`config.mk`:
```
export PLATFORM = sky130hd
export DESIGN_NAME = i2c_master_bit_sequencer_top_flat
export DESIGN_NICKNAME = d
export VERILOG_FILES = /design/src/rtl/i2cms_pkg.sv /design/src/rtl/i2cms_cmd_if.sv /design/src/rtl/i2cms_phase_if.sv /design/src/rtl/i2cms_cfg_if.sv /design/src/rtl/i2cms_front.sv /design/src/rtl/i2cms_fifo.sv /design/src/rtl/i2cms_back.sv /design/src/rtl/i2c_master_bit_sequencer_top.sv /design/src/flat_wrapper.sv
export SDC_FILE = /design/constraint.sdc
export NUM_CORES = 1
export LEC_CHECK = 0
export ABC_CLOCK_PERIOD_IN_PS = 2700
export CAP_MARGIN = 20
export CORE_ASPECT_RATIO = 0.6
export CORE_MARGIN = 4
export CORE_UTILIZATION = 60
export CTS_BUF_LIST = sky130_fd_sc_hd__clkbuf_8
export DETAILED_ROUTE_END_ITERATION = 16
export DONT_BUFFER_PORTS = 1
export PLACE_DENSITY = 0.79
export SLEW_MARGIN = 20
export SYNTH_ARGS = -nofsm -noshare
export SYNTH_HDL_FRONTEND = slang
export SYNTH_SLANG_ARGS = --single-unit
```
`constraint.sdc`:
```
create_clock -name clk -period 2.7 [get_ports clk]
set_input_delay 0.54 -clock clk [delete_from_list [all_inputs] [get_ports clk]]
set_output_delay 0.54 -clock clk [all_outputs]
set_load 0.02 [all_outputs]
```
`src/rtl/i2cms_pkg.sv`:
```
// Shared types and constants for the I2C master bit sequencer.
// Used by the front, the command queue and the back sequencer; no dependencies.
package i2cms_pkg;

  // Command codes as carried on the input channel
  typedef enum logic [2:0] {
    KIND_START    = 3'd0,
    KIND_STOP     = 3'd1,
    KIND_WRITE    = 3'd2,
    KIND_READ     = 3'd3,
    KIND_SEND_ACK = 3'd4,
    KIND_RECV_ACK = 3'd5
  } kind_t;

  localparam int unsigned QUEUE_DEPTH_DEF = 2;
  localparam logic [15:0] HALF_PERIOD_RESET = 16'd500;

  // Decoded command as it sits in the queue
  typedef struct packed {
    kind_t      kind;
    logic [7:0] data;  // tx byte for write, slave bits for read
    logic       ack;   // driven ack for send, slave ack for receive
  } cmd_t;

  // Handshake group between front and queue, and queue and back
  typedef struct packed {
    logic valid;
    cmd_t cmd;
  } cmd_beat_t;

endpackage

```
`src/rtl/i2cms_cmd_if.sv`:
```
// Command channel: one I2C command per beat.
// Depends on nothing; fields follow the command item layout.
interface i2cms_cmd_if;
  logic       valid;
  logic       ready;
  logic [2:0] kind;
  logic [7:0] tx_byte;
  logic       ack_bit;
  logic [7:0] slave_bits;
  logic       slave_ack;

  modport source(output valid, kind, tx_byte, ack_bit, slave_bits, slave_ack,
                 input ready);
  modport sink(input valid, kind, tx_byte, ack_bit, slave_bits, slave_ack,
               output ready);
endinterface

```
`src/rtl/i2cms_phase_if.sv`:
```
// Phase channel: one SCL/SDA pin phase per beat.
// Depends on nothing.
interface i2cms_phase_if;
  logic       valid;
  logic       ready;
  logic       scl_level;
  logic       sda_level;
  logic       sampled;
  logic [7:0] rx_data;
  logic       rx_ack;
  logic       last;

  modport source(output valid, scl_level, sda_level, sampled, rx_data, rx_ack, last,
                 input ready);
  modport sink(input valid, scl_level, sda_level, sampled, rx_data, rx_ack, last,
               output ready);
endinterface

```
`src/rtl/i2cms_cfg_if.sv`:
```
// Configuration write channel carrying the half-period register value.
// Depends on nothing.
interface i2cms_cfg_if;
  logic        valid;
  logic        ready;
  logic [15:0] data;

  modport source(output valid, data, input ready);
  modport sink(input valid, data, output ready);
endinterface

```
`src/rtl/i2cms_front.sv`:
```
// Front end: accepts command beats, drops undefined codes, packs the rest.
// Depends on i2cms_pkg and i2cms_cmd_if.
module i2cms_front (
  i2cms_cmd_if.sink              in_bus,
  input  logic                   push_ready,
  output i2cms_pkg::cmd_beat_t   push
);
  import i2cms_pkg::*;

  logic kind_ok;
  cmd_t cmd;

  // Decode the command and pick the byte and bit it needs
  always_comb begin
    kind_ok  = 1'b1;
    cmd.kind = kind_t'(in_bus.kind);
    cmd.data = 8'd0;
    cmd.ack  = 1'b0;
    unique case (in_bus.kind)
      KIND_START, KIND_STOP: begin
      end
      KIND_WRITE:    cmd.data = in_bus.tx_byte;
      KIND_READ:     cmd.data = in_bus.slave_bits;
      KIND_SEND_ACK: cmd.ack  = in_bus.ack_bit;
      KIND_RECV_ACK: cmd.ack  = in_bus.slave_ack;
      default: begin
        kind_ok  = 1'b0;
        cmd.kind = KIND_START;
      end
    endcase
  end

  // Undefined codes are taken and dropped
  assign in_bus.ready = push_ready;
  assign push.valid   = in_bus.valid && kind_ok;
  assign push.cmd     = cmd;

endmodule

```
`src/rtl/i2cms_fifo.sv`:
```
// Short command queue between front and back sequencer.
// Depends on i2cms_pkg.
module i2cms_fifo #(
  parameter int unsigned DEPTH = i2cms_pkg::QUEUE_DEPTH_DEF
) (
  input  logic                 clk,
  input  logic                 rst_n,
  input  i2cms_pkg::cmd_beat_t push,
  output logic                 push_ready,
  output i2cms_pkg::cmd_beat_t pop,
  input  logic                 pop_ready
);
  import i2cms_pkg::*;

  localparam int unsigned PTR_W = (DEPTH > 1) ? $clog2(DEPTH) : 1;
  localparam int unsigned CNT_W = $clog2(DEPTH + 1);

  cmd_t             mem_r [DEPTH];
  logic [PTR_W-1:0] wr_ptr_r, wr_ptr_nxt;
  logic [PTR_W-1:0] rd_ptr_r, rd_ptr_nxt;
  logic [CNT_W-1:0] count_r, count_nxt;
  logic             do_push, do_pop;

  assign push_ready = (count_r != CNT_W'(DEPTH));
  assign pop.valid  = (count_r != '0);
  assign pop.cmd    = mem_r[rd_ptr_r];
  assign do_push    = push.valid && push_ready;
  assign do_pop     = pop.valid && pop_ready;

  // Pointer and fill count update
  always_comb begin
    wr_ptr_nxt = wr_ptr_r;
    rd_ptr_nxt = rd_ptr_r;
    count_nxt  = count_r;
    if (do_push) begin
      wr_ptr_nxt = (wr_ptr_r == PTR_W'(DEPTH - 1)) ? '0 : wr_ptr_r + 1'b1;
    end
    if (do_pop) begin
      rd_ptr_nxt = (rd_ptr_r == PTR_W'(DEPTH - 1)) ? '0 : rd_ptr_r + 1'b1;
    end
    if (do_push && !do_pop) begin
      count_nxt = count_r + 1'b1;
    end else if (do_pop && !do_push) begin
      count_nxt = count_r - 1'b1;
    end
  end

  always_ff @(posedge clk) begin
    if (!rst_n) begin
      wr_ptr_r <= '0;
      rd_ptr_r <= '0;
      count_r  <= '0;
    end else begin
      wr_ptr_r <= wr_ptr_nxt;
      rd_ptr_r <= rd_ptr_nxt;
      count_r  <= count_nxt;
    end
  end

  // Storage write
  always_ff @(posedge clk) begin
    if (do_push) begin
      mem_r[wr_ptr_r] <= push.cmd;
    end
  end

endmodule

```
`src/rtl/i2cms_back.sv`:
```
// Back sequencer: steps through the pin phases of each command, paces them
// by the half-period register and holds the bus levels. Depends on i2cms_pkg.
module i2cms_back (
  input  logic                 clk,
  input  logic                 rst_n,
  i2cms_cfg_if.sink            cfg_bus,
  input  i2cms_pkg::cmd_beat_t pop,
  output logic                 pop_ready,
  i2cms_phase_if.source        out_bus
);
  import i2cms_pkg::*;

  logic [15:0] half_r;
  logic [15:0] timer_r, timer_nxt;
  logic        busy_r, busy_nxt;
  cmd_t        cmd_r, cmd_nxt;
  logic [1:0]  sub_r, sub_nxt;
  logic [2:0]  bit_r, bit_nxt;
  logic        scl_r, scl_nxt;
  logic        sda_r, sda_nxt;

  logic        out_valid_r, out_valid_nxt;
  logic        out_scl_r, out_sda_r, out_smp_r, out_ack_r, out_last_r;
  logic [7:0]  out_data_r;

  // Phase generator results
  logic        ph_scl, ph_sda, ph_smp, ph_last, ph_ack;
  logic [7:0]  ph_data;
  logic        cur_bit;
  logic        fire, load;

  assign cfg_bus.ready = 1'b1;

  // Pin levels for the current phase of the active command
  always_comb begin
    cur_bit = cmd_r.data[3'd7 - bit_r];
    ph_scl  = scl_r;
    ph_sda  = sda_r;
    ph_smp  = 1'b0;
    ph_last = 1'b0;
    ph_data = 8'd0;
    ph_ack  = 1'b0;
    unique case (cmd_r.kind)
      KIND_START: begin
        ph_sda  = (sub_r == 2'd0) || (sub_r == 2'd1);
        ph_scl  = (sub_r == 2'd0) ? scl_r : (sub_r != 2'd3);
        ph_last = (sub_r == 2'd3);
      end
      KIND_STOP: begin
        ph_sda  = (sub_r == 2'd2) || (sub_r == 2'd3);
        ph_scl  = (sub_r == 2'd0) ? scl_r : 1'b1;
        ph_last = (sub_r == 2'd2);
      end
      KIND_WRITE: begin
        ph_sda  = cur_bit;
        ph_scl  = (sub_r == 2'd0) ? scl_r : (sub_r == 2'd1);
        ph_last = (sub_r == 2'd2) && (bit_r == 3'd7);
      end
      KIND_READ: begin
        ph_sda  = sda_r;
        ph_scl  = (sub_r != 2'd2);
        ph_smp  = (sub_r == 2'd0);
        ph_last = (sub_r == 2'd2) && (bit_r == 3'd7);
        ph_data = (ph_last && sda_r) ? cmd_r.data : 8'd0;
      end
      KIND_SEND_ACK: begin
        ph_sda  = cmd_r.ack;
        ph_scl  = (sub_r == 2'd0) ? scl_r : (sub_r == 2'd1);
        ph_last = (sub_r == 2'd2);
      end
      KIND_RECV_ACK: begin
        // SDA is released before the sample, so the ack is the slave's level
        ph_sda  = 1'b1;
        ph_scl  = (sub_r == 2'd0) ? scl_r : (sub_r != 2'd3);
        ph_smp  = (sub_r == 2'd1);
        ph_last = (sub_r == 2'd3);
        ph_ack  = ph_last && cmd_r.ack;
      end
      default: begin
        ph_last = 1'b1;
      end
    endcase
  end

  // Emit a phase when the hold has run out and the output slot is free
  assign fire      = busy_r && (timer_r == 16'd0) && (!out_valid_r || out_bus.ready);
  assign load      = !busy_r || (fire && ph_last);
  assign pop_ready = load;

  // Sequencer next state
  always_comb begin
    busy_nxt      = busy_r;
    cmd_nxt       = cmd_r;
    sub_nxt       = sub_r;
    bit_nxt       = bit_r;
    scl_nxt       = scl_r;
    sda_nxt       = sda_r;
    timer_nxt     = (timer_r != 16'd0) ? timer_r - 16'd1 : timer_r;
    out_valid_nxt = out_valid_r && !out_bus.ready;
    if (fire) begin
      out_valid_nxt = 1'b1;
      scl_nxt       = ph_scl;
      sda_nxt       = ph_sda;
      timer_nxt     = (half_r == 16'd0) ? 16'd0 : half_r - 16'd1;
      if ((cmd_r.kind == KIND_WRITE) || (cmd_r.kind == KIND_READ) ||
          (cmd_r.kind == KIND_SEND_ACK)) begin
        if (sub_r == 2'd2) begin
          sub_nxt = 2'd0;
          bit_nxt = bit_r + 3'd1;
        end else begin
          sub_nxt = sub_r + 2'd1;
        end
      end else begin
        sub_nxt = sub_r + 2'd1;
      end
    end
    if (load) begin
      busy_nxt = pop.valid;
      cmd_nxt  = pop.cmd;
      sub_nxt  = 2'd0;
      bit_nxt  = 3'd0;
    end
  end

  // Control state and bus levels
  always_ff @(posedge clk) begin
    if (!rst_n) begin
      half_r      <= HALF_PERIOD_RESET;
      timer_r     <= 16'd0;
      busy_r      <= 1'b0;
      sub_r       <= 2'd0;
      bit_r       <= 3'd0;
      scl_r       <= 1'b1;
      sda_r       <= 1'b1;
      out_valid_r <= 1'b0;
    end else begin
      if (cfg_bus.valid) begin
        half_r <= cfg_bus.data;
      end
      timer_r     <= timer_nxt;
      busy_r      <= busy_nxt;
      sub_r       <= sub_nxt;
      bit_r       <= bit_nxt;
      scl_r       <= scl_nxt;
      sda_r       <= sda_nxt;
      out_valid_r <= out_valid_nxt;
    end
  end

  // Payload registers
  always_ff @(posedge clk) begin
    cmd_r <= cmd_nxt;
    if (fire) begin
      out_scl_r  <= ph_scl;
      out_sda_r  <= ph_sda;
      out_smp_r  <= ph_smp;
      out_data_r <= ph_data;
      out_ack_r  <= ph_ack;
      out_last_r <= ph_last;
    end
  end

  assign out_bus.valid     = out_valid_r;
  assign out_bus.scl_level = out_scl_r;
  assign out_bus.sda_level = out_sda_r;
  assign out_bus.sampled   = out_smp_r;
  assign out_bus.rx_data   = out_data_r;
  assign out_bus.rx_ack    = out_ack_r;
  assign out_bus.last      = out_last_r;

endmodule

```
`src/rtl/i2c_master_bit_sequencer_top.sv`:
```
// I2C master bit sequencer, top level: front, command queue, back sequencer.
// Depends on i2cms_pkg, the channel interfaces and the three submodules.
//
// Each command beat (start, stop, write byte, read byte, send ack, receive
// ack) becomes a run of 3 to 24 phase beats on out_bus, one SCL/SDA level
// pair each, last set on the final one. The back sequencer's hold timer spaces
// phase beats by the half-period register (reset 500; a value of 0 spaces
// them like a value of 1), so a command lasts longer with more phases, a larger
// half-period or stalls on out_bus. A short queue lets new commands be taken
// while a run is in progress; undefined codes 6 and 7 are accepted and produce
// no phases. Write the half-period only while idle.
module i2c_master_bit_sequencer_top #(
  parameter int unsigned QUEUE_DEPTH = i2cms_pkg::QUEUE_DEPTH_DEF
) (
  input  logic          clk,
  input  logic          rst_n,
  i2cms_cmd_if.sink     in_bus,
  i2cms_phase_if.source out_bus,
  i2cms_cfg_if.sink     cfg_bus
);
  import i2cms_pkg::*;

  cmd_beat_t push, pop;
  logic      push_ready, pop_ready;

  i2cms_front u_front (
    .in_bus     (in_bus),
    .push_ready (push_ready),
    .push       (push)
  );

  i2cms_fifo #(
    .DEPTH (QUEUE_DEPTH)
  ) u_fifo (
    .clk        (clk),
    .rst_n      (rst_n),
    .push       (push),
    .push_ready (push_ready),
    .pop        (pop),
    .pop_ready  (pop_ready)
  );

  i2cms_back u_back (
    .clk       (clk),
    .rst_n     (rst_n),
    .cfg_bus   (cfg_bus),
    .pop       (pop),
    .pop_ready (pop_ready),
    .out_bus   (out_bus)
  );

endmodule
```
`src/flat_wrapper.sv`:
```
// flat-port wrapper written by rule: the top's interface ports become plain ports
module i2c_master_bit_sequencer_top_flat import i2cms_pkg::*;
#(
  parameter int unsigned QUEUE_DEPTH = i2cms_pkg::QUEUE_DEPTH_DEF
)
  (clk, rst_n, in_bus_valid, in_bus_kind, in_bus_tx_byte, in_bus_ack_bit, in_bus_slave_bits, in_bus_slave_ack, in_bus_ready, out_bus_valid, out_bus_scl_level, out_bus_sda_level, out_bus_sampled, out_bus_rx_data, out_bus_rx_ack, out_bus_last, out_bus_ready, cfg_bus_valid, cfg_bus_data, cfg_bus_ready);
  i2cms_cmd_if in_bus_i ();
  i2cms_phase_if out_bus_i ();
  i2cms_cfg_if cfg_bus_i ();
  input  logic clk;
  input  logic rst_n;
  input wire logic [$bits(in_bus_i.valid)-1:0] in_bus_valid;
  input wire logic [$bits(in_bus_i.kind)-1:0] in_bus_kind;
  input wire logic [$bits(in_bus_i.tx_byte)-1:0] in_bus_tx_byte;
  input wire logic [$bits(in_bus_i.ack_bit)-1:0] in_bus_ack_bit;
  input wire logic [$bits(in_bus_i.slave_bits)-1:0] in_bus_slave_bits;
  input wire logic [$bits(in_bus_i.slave_ack)-1:0] in_bus_slave_ack;
  output wire logic [$bits(in_bus_i.ready)-1:0] in_bus_ready;
  output wire logic [$bits(out_bus_i.valid)-1:0] out_bus_valid;
  output wire logic [$bits(out_bus_i.scl_level)-1:0] out_bus_scl_level;
  output wire logic [$bits(out_bus_i.sda_level)-1:0] out_bus_sda_level;
  output wire logic [$bits(out_bus_i.sampled)-1:0] out_bus_sampled;
  output wire logic [$bits(out_bus_i.rx_data)-1:0] out_bus_rx_data;
  output wire logic [$bits(out_bus_i.rx_ack)-1:0] out_bus_rx_ack;
  output wire logic [$bits(out_bus_i.last)-1:0] out_bus_last;
  input wire logic [$bits(out_bus_i.ready)-1:0] out_bus_ready;
  input wire logic [$bits(cfg_bus_i.valid)-1:0] cfg_bus_valid;
  input wire logic [$bits(cfg_bus_i.data)-1:0] cfg_bus_data;
  output wire logic [$bits(cfg_bus_i.ready)-1:0] cfg_bus_ready;
  assign in_bus_i.valid = in_bus_valid;
  assign in_bus_i.kind = in_bus_kind;
  assign in_bus_i.tx_byte = in_bus_tx_byte;
  assign in_bus_i.ack_bit = in_bus_ack_bit;
  assign in_bus_i.slave_bits = in_bus_slave_bits;
  assign in_bus_i.slave_ack = in_bus_slave_ack;
  assign in_bus_ready = in_bus_i.ready;
  assign out_bus_valid = out_bus_i.valid;
  assign out_bus_scl_level = out_bus_i.scl_level;
  assign out_bus_sda_level = out_bus_i.sda_level;
  assign out_bus_sampled = out_bus_i.sampled;
  assign out_bus_rx_data = out_bus_i.rx_data;
  assign out_bus_rx_ack = out_bus_i.rx_ack;
  assign out_bus_last = out_bus_i.last;
  assign out_bus_i.ready = out_bus_ready;
  assign cfg_bus_i.valid = cfg_bus_valid;
  assign cfg_bus_i.data = cfg_bus_data;
  assign cfg_bus_ready = cfg_bus_i.ready;
  i2c_master_bit_sequencer_top #(.QUEUE_DEPTH(QUEUE_DEPTH)) u_core (.clk(clk), .rst_n(rst_n), .in_bus(in_bus_i), .out_bus(out_bus_i), .cfg_bus(cfg_bus_i));
endmodule
```
Word-level counts from Yosys, hierarchy flattened
Memory sizes are Yosys's and may differ from the RTL's. A register that Yosys moved wholly into a read port is not among the register bits. Cells that the tools add are included.

Register bits after elaboration: 58. Input port bits: 42. Bits in writable memories: 24. Word-level logic and storage cells: 111. Memories: 1.

Memories: u_core.u_fifo.mem_r (depth 2, bits a word 12, rd ports 1, clocked after memory_dff 1, wr ports 1, line i2cms_fifo.sv:18) `cmd_t mem_r [DEPTH];`.

Mux-type cells: 25. Magnitude comparators: 1. Bitwise gates (word level): 1. Reduce and logical (&&, ||, !) cells: 40. $add $sub $neg: 9. Eq/ne operators: 17.

Operators with widths (count): $mux W16 (3); $logic_not A16 Y1 (2); $sub A16 B1 Y16 const B (2); $pmux W8 S2 (1); $reduce_bool A16 Y1 (1); $eq A3 B3 Y1 const B (5); $eq A3 B2 Y1 const B (4); $logic_and A1 B1 Y1 (12); $mux W1 (10); $reduce_or A2 Y1 (5); $mux W2 (4); $eq A3 B1 Y1 const B (2); $logic_not A3 Y1 (2); $logic_or A1 B1 Y1 (6); $ne A2 B2 Y1 const B (3); $reduce_bool A2 Y1 (3); $reduce_or A6 Y1 (1); $logic_not A1 Y1 (5); $pmux W1 S5 (1); $add A2 B1 Y2 const B (2); $eq A2 B2 Y1 const B (2); $lt A3 B4 Y1 const B (1); $pmux W1 S2 (2); $pmux W1 S4 (1); other kinds (12) (13).

Depth between registers and ports, before layout
Depth in word-level cells: 9. Gate-level depth with buffers: 10.

Cells and area by module
Synthesis repeated with hierarchy kept, for this count alone.

Cells, all modules: 415. Area total of the unflattened synthesis: 4606.9 um2.

By module, submodules not included: i2cms_back (area an instance 3315.7 um2, seq. area each 1571.5 um2, cells each 328, times used 1); i2cms_fifo (area an instance 1103.6 um2, seq. area each 820.8 um2, cells each 61, times used 1); i2cms_front (area an instance 187.7 um2, seq. area each 0.0 um2, cells each 26, times used 1).

Worst setup path after synthesis
OpenSTA, ideal clock, no wires.

Path kind: flip-flop to flip-flop. Start: register u_core.u_back.timer_r[0]. End: register u_core.u_back.cmd_r[0] (netlist name). Buffers on the path: 0. Arrival: 2311 ps. Setup slack: -10 ps. Cell stages (with the launch flop): 7. Setup time: 399 ps. Cell sequence: dfxtp_1 -> inv_1 -> ha_1 -> nor4b_2 -> nand3_1 -> or2_4 -> o21ai_0.

Cells in the longest elaborated chain, start to end: 5.

RTL lines: start: declaration (line i2cms_back.sv:14) `logic [15:0] timer_r, timer_nxt;`; start signal: assignment (line i2cms_back.sv:140) `timer_r <= timer_nxt;`; $logic_not A16 Y1 (line i2cms_back.sv:86) `assign fire = busy_r && (timer_r == 16'd0) && (!out_valid_r || out_bus.ready);`; $logic_and A1 B1 Y1 (2 in series) (line i2cms_back.sv:86); $logic_and A1 B1 Y1 (line i2cms_back.sv:87) `assign load = !busy_r || (fire && ph_last);`; $logic_or A1 B1 Y1 (line i2cms_back.sv:87); via u_core.pop_ready (line i2c_master_bit_sequencer_top.sv:24) `logic push_ready, pop_ready;`.

The timed path passes the listed nets, and every way through them passes these cells. A chain may end at the register's enable or synchronous reset.

Final worst setup path
Start: register u_core.u_back.timer_r[1]. End: register u_core.u_fifo.count_r[1].

Cells in the longest elaborated chain, start to end: 9. Elaborated cells on any way between the ends: 11. Classes of those cells: mux (1); reduce/logical (10).

RTL lines: $logic_not A16 Y1 * (line i2cms_back.sv:86); $logic_and A1 B1 Y1 * (2 in series) (line i2cms_back.sv:86); $logic_and A1 B1 Y1 * (line i2cms_back.sv:87); $logic_or A1 B1 Y1 * (line i2cms_back.sv:87); $logic_and A1 B1 Y1 * (line i2cms_fifo.sv:28) `assign do_pop = pop.valid && pop_ready;`; $logic_not A1 Y1 (line i2cms_fifo.sv:41) `if (do_push && !do_pop) begin`; $logic_and A1 B1 Y1 (line i2cms_fifo.sv:41); $mux W2 or $reduce_bool A2 Y1 (tied branches); end signal: assignment (line i2cms_fifo.sv:56) `count_r <= count_nxt;`; end: declaration (line i2cms_fifo.sv:21) `logic [CNT_W-1:0] count_r, count_nxt;`.

Every way passes the cells marked *; elsewhere a longest branch is shown, timed or not.

==> results by stage <==
Outcome:
- The flow ran to the end, and the final reports show no timing, DRC or antenna violations.

Critical path:
- The endpoint arrival time on the critical path is 2.85 ns.
- In this design, the stage delay of the slowest critical-path cell is 0.46 ns.
- The startpoint kind of the worst setup timing path is a register.
- STA classifies the critical path endpoint as a register.
- The largest fanout on the critical path is 7.
- The critical path is of the reg2reg type.
- The family of cells with the greatest summed delay on the critical path is simple AND/OR/NAND/NOR gates.
- The largest individual stage delay along the critical path comes from the cell dfxtp_1.
- The required time of the critical path is 3.00 ns.
- The cell type with the highest occurrence count on the critical path is ha_1.
- The signal on the critical path passes through inv_1, ha_1, nor4b_4, and4_1, a31o_2, a31oi_2, ha_1, or3_1, a21boi_0.
- The number of buffers and inverters on the critical path is 1.

Clock tree:
- The number of setup buffers added after CTS is 0.
- TritonCTS built the clock tree.
- Buffers inserted during clock tree synthesis total 9.
- The H-tree generated during clock tree synthesis spans 3 levels.
- The sink count of the clock tree is 94.
- After clock tree synthesis, the clock-pin slew on the worst setup and hold paths is 0.09 ns.
- CTS placed an instance of clkbuf_8 at the clock tree root.
- The count of hold buffers inserted by post-cts repair is 0.
- The number of buffers on the longest clock path is 2.
- The number of cells upsized or downsized after cts is 0.
- Clock latency on the worst-skew pair, taken at its later pin, is 0.37 ns.

Pwr:
- Of the total power, combinational logic draws 33.7%.
- The analysis attributes to cell leakage a power of 1.84 nW.
- The peak supply drop is 402 uV.
- The power spent charging and discharging nets is 1.62 mW.
- The clock power share is 19.0%.
- The cell internal power dissipation is 2.86 mW.
- Sequential cells account for 47.2% of the total power.
- Of the total power, the share spent switching nets is 36.2%.
- The power density normalized to cell area is 897 nW/um^2.

STA:
- The minimum clock period is 2.55 ns.
- The total negative slack is 0 ns.
- The number of max-slew violations in the final report is 0.
- The final setup slack of the worst path is 0.153 ns.
- The highest clock rate is 0.393 GHz.
- The number of hold violations in the final report is 0.
- Across all hold checks on the routed design, the worst slack comes to 0.239 ns.
- The final number of setup-violating endpoints is 0.
- The worst-margin pin slew is 0.597 ns.
- The worst clock skew on the final layout is 0.0137 ns.
- Of the available clock period, the critical path in the final layout requires 94.3%.
- The worst slew slack as a fraction of its limit is 60.1%.

Drt:
- After detailed routing, the number of remaining DRC violations is 0.
- Wires add up to 9580 um.
- The first TritonRoute pass finished after 5 iterations.
- After detailed routing, the number of vias per cell comes to 6.05.
- In this run the remaining antenna-violating nets after routing total 0.
- The count of vias placed by the detailed router is 3293.
- The count of routing violations after the opening detailed-route iteration is 316.
- In the final routed layout, each cell accounts on average for 17.6 um.

Placed design:
- The port buffer count is 0.
- The half-perimeter wire length of the detailed placement result is 7210 um.
- The minimum setup slack after placement is 0.0953 ns.
- Routability-driven placement finished with a final weighted congestion of 0.950.

Yosys:
- The proportion of synthesized flip-flops having asynchronous set or reset is 0%.
- The synthesis-stage register bit count is 94.
- In the synthesized netlist, the cells that appear most often are 49 x edfxtp_1, 45 x dfxtp_1, 39 x nor2_1.
- After synthesis, the largest area contributor takes up 31.7% of total cell area.
- The synthesized netlist cell count is 429.
- Sequential cells were found to cover 51.1% of the synthesized design area.
- Among all flip-flop cells after synthesis, the most frequent one is edfxtp_1.
- Yosys printed 0 warnings.
- The number of enable-type register cells in the synthesized netlist is 49.
- The post-synthesis cell type with the largest combined area is edfxtp_1.
- The synthesized area divided by synthesized cell count is 10.8 sq um.
- Among all cell types in the netlist, the one instantiated most often is edfxtp_1.
- Synthesis produced a netlist with a net count of 478.
- The post-synthesis instance area is 4640 sq um.
- The number of distinct library cell variants in the gate-level netlist after synthesis is 59.
- Ranked by total cell area, the synthesized netlist is headed by edfxtp_1 32%, dfxtp_1 19%, mux2i_1 6.5%, nor2_1 3.2%, mux2_2 2.9%.

Floorplan:
- Pin placement for this block handled 58 I/O pins.
- The die covers 9250 sq um.
- The total area inside the core boundary comes to 7390 sq um.
- From left edge to right edge, the die measures 122 um.
- For this configuration, the core starts out at a cell density of 62.8%.
- The number of cell rows is 24.
- The vertical extent of the die is 76.1 um.

GRT:
- The global router's overall resource usage is 22.3%.
- The number of global-route vias before repair was 3205.
- Entering global routing, the biggest net connects 35 pins.
- The leftover overflow at the end of global routing is 0.
- The initial antenna violation count is 0.
- The global-route wire length before repair is 16200 um.

Final layout:
- Registers take 2370 sq um.
- The multi-input logic area is 2150 sq um.
- Measured on the finished design, the core utilization comes to 67.6%.
- The final-stage net count is 484.
- The count of inserted antenna diode cells is 0.
- The share of final-layout standard cells stronger than drive strength 1 is 13.0%.
- The area growth from synthesis to layout is 7.61%.
- After filler insertion, the fill cell instance count of the layout stands at 585.

Job:
- The number of violations of the max-capacitance limit is 0.

Min path:
- The worst hold path belongs to the class in2reg.
## power groups by stage
stage / Sequential (mW) / Clock [mW] / Combinational [mW]
final: 2.11 / 0.853 / 1.51
after global routing: 2.15 / 0.952 / 1.68
after CTS: 2.10 / 0.879 / 1.47
after detailed placement: 2.14 / 0 / 1.46
after global placement: 2.13 / 0 / 1.43
after floorplan: 2.01 / 0 / 1.19
## path summary, 6_finish.rpt
kind         cells past startpoint                                    end  slack (ns)                                  start
max                              9  u_core.u_fifo.count_r[1]$_SDFFE_PN0P_        0.15  u_core.u_back.timer_r[1]$_SDFFE_PN0P_
min reg2reg                      2       u_core.u_back.scl_r$_SDFFE_PN1N_        0.49       u_core.u_back.scl_r$_SDFFE_PN1N_
max reg2reg                      9  u_core.u_fifo.count_r[1]$_SDFFE_PN0P_        0.15  u_core.u_back.timer_r[1]$_SDFFE_PN0P_
min                              1   u_core.u_back.half_r[2]$_SDFFE_PN1P_        0.24                                  rst_n
## layout make-up
cell class                 count  area share, %
clock buffer                   9           2.48
clock inverter                 7           1.10
inverter                      15           1.13
multi-input combinational    301           43.0
sequential                    94           47.5
tap                          104           2.61
timing repair buffer          14           2.11
## routing by layer
layer / GRT usage (%) / wire [um] / vias to the layer above
li1: - / - / 1592
met1: 33.9 / 4880 / 1556
met2: 29.8 / 3780 / 135
met3: 7.94 / 799 / 10
met4: 6.38 / 121 / 0
met5: 0 / 0 / -
## through the flow
stage          instance area [sq um]  instances  total power [mW]
6_report                        4990        544              4.48
3_5_place_dp                    4800        528              3.60
3_3_place_gp                    4800        528              3.56
4_1_cts                         4980        544              4.46
2_1_floorplan                   4640        429              3.19
5_1_grt                         4990        544              4.79
## layout by cell type, fill, tap and decap left out, drive strengths merged, types with 2 or more instances in the layout
master | netlist | final
nand2 | 27 | 27
nor4 | 11 | 11
nor3b | 4 | 4
or4 | 4 | 4
ha | 7 | 7
or2 | 2 | 2
o21ai | 16 | 16
o21a | 4 | 4
dfxtp | 45 | 45
inv | 15 | 19
and4 | 2 | 2
a21boi | 3 | 3
mux2i | 30 | 30
or3 | 7 | 7
a21oi | 8 | 8
nor3 | 12 | 12
nand2b | 5 | 5
mux2 | 12 | 12
clkbuf | 17 | 9
buf | 2 | 14
a211oi | 8 | 8
edfxtp | 49 | 49
nor2b | 16 | 16
nand4b | 2 | 2
o31ai | 5 | 5
xor2 | 8 | 8
xnor2 | 12 | 12
and2 | 12 | 12
a22oi | 7 | 7
nand3 | 7 | 7
o211ai | 3 | 3
clkinv | 0 | 3
nand4 | 4 | 4
a31oi | 4 | 4
nor2 | 39 | 39
nor4b | 5 | 5
## state kept, by name (all words and copies together) (netlist names), 2 cells and up
name,flops
u_core.u_back.bit_r,3
u_core.u_fifo.count_r,2
u_core.u_back.out_bus.rx_data,8
u_core.u_back.cmd_r,12
u_core.u_back.timer_r,16
u_core.u_fifo.mem_r,24
u_core.u_back.half_r,16
u_core.u_back.sub_r,2
## kinds of logic after synthesis
logic type | after synthesis | synth area share (%)
and+or+nand+nor | 162 | 20.5
DFF | 94 | 51.1
AOI/OAI and AO/OA | 68 | 9.85
muxes | 43 | 9.87
buffers and inverters | 34 | 2.86
xor gates and xnor gates | 20 | 3.78
adders and majority gates | 7 | 1.89
other | 1 | 0.0809
Power figures use the tool's default switching activity.
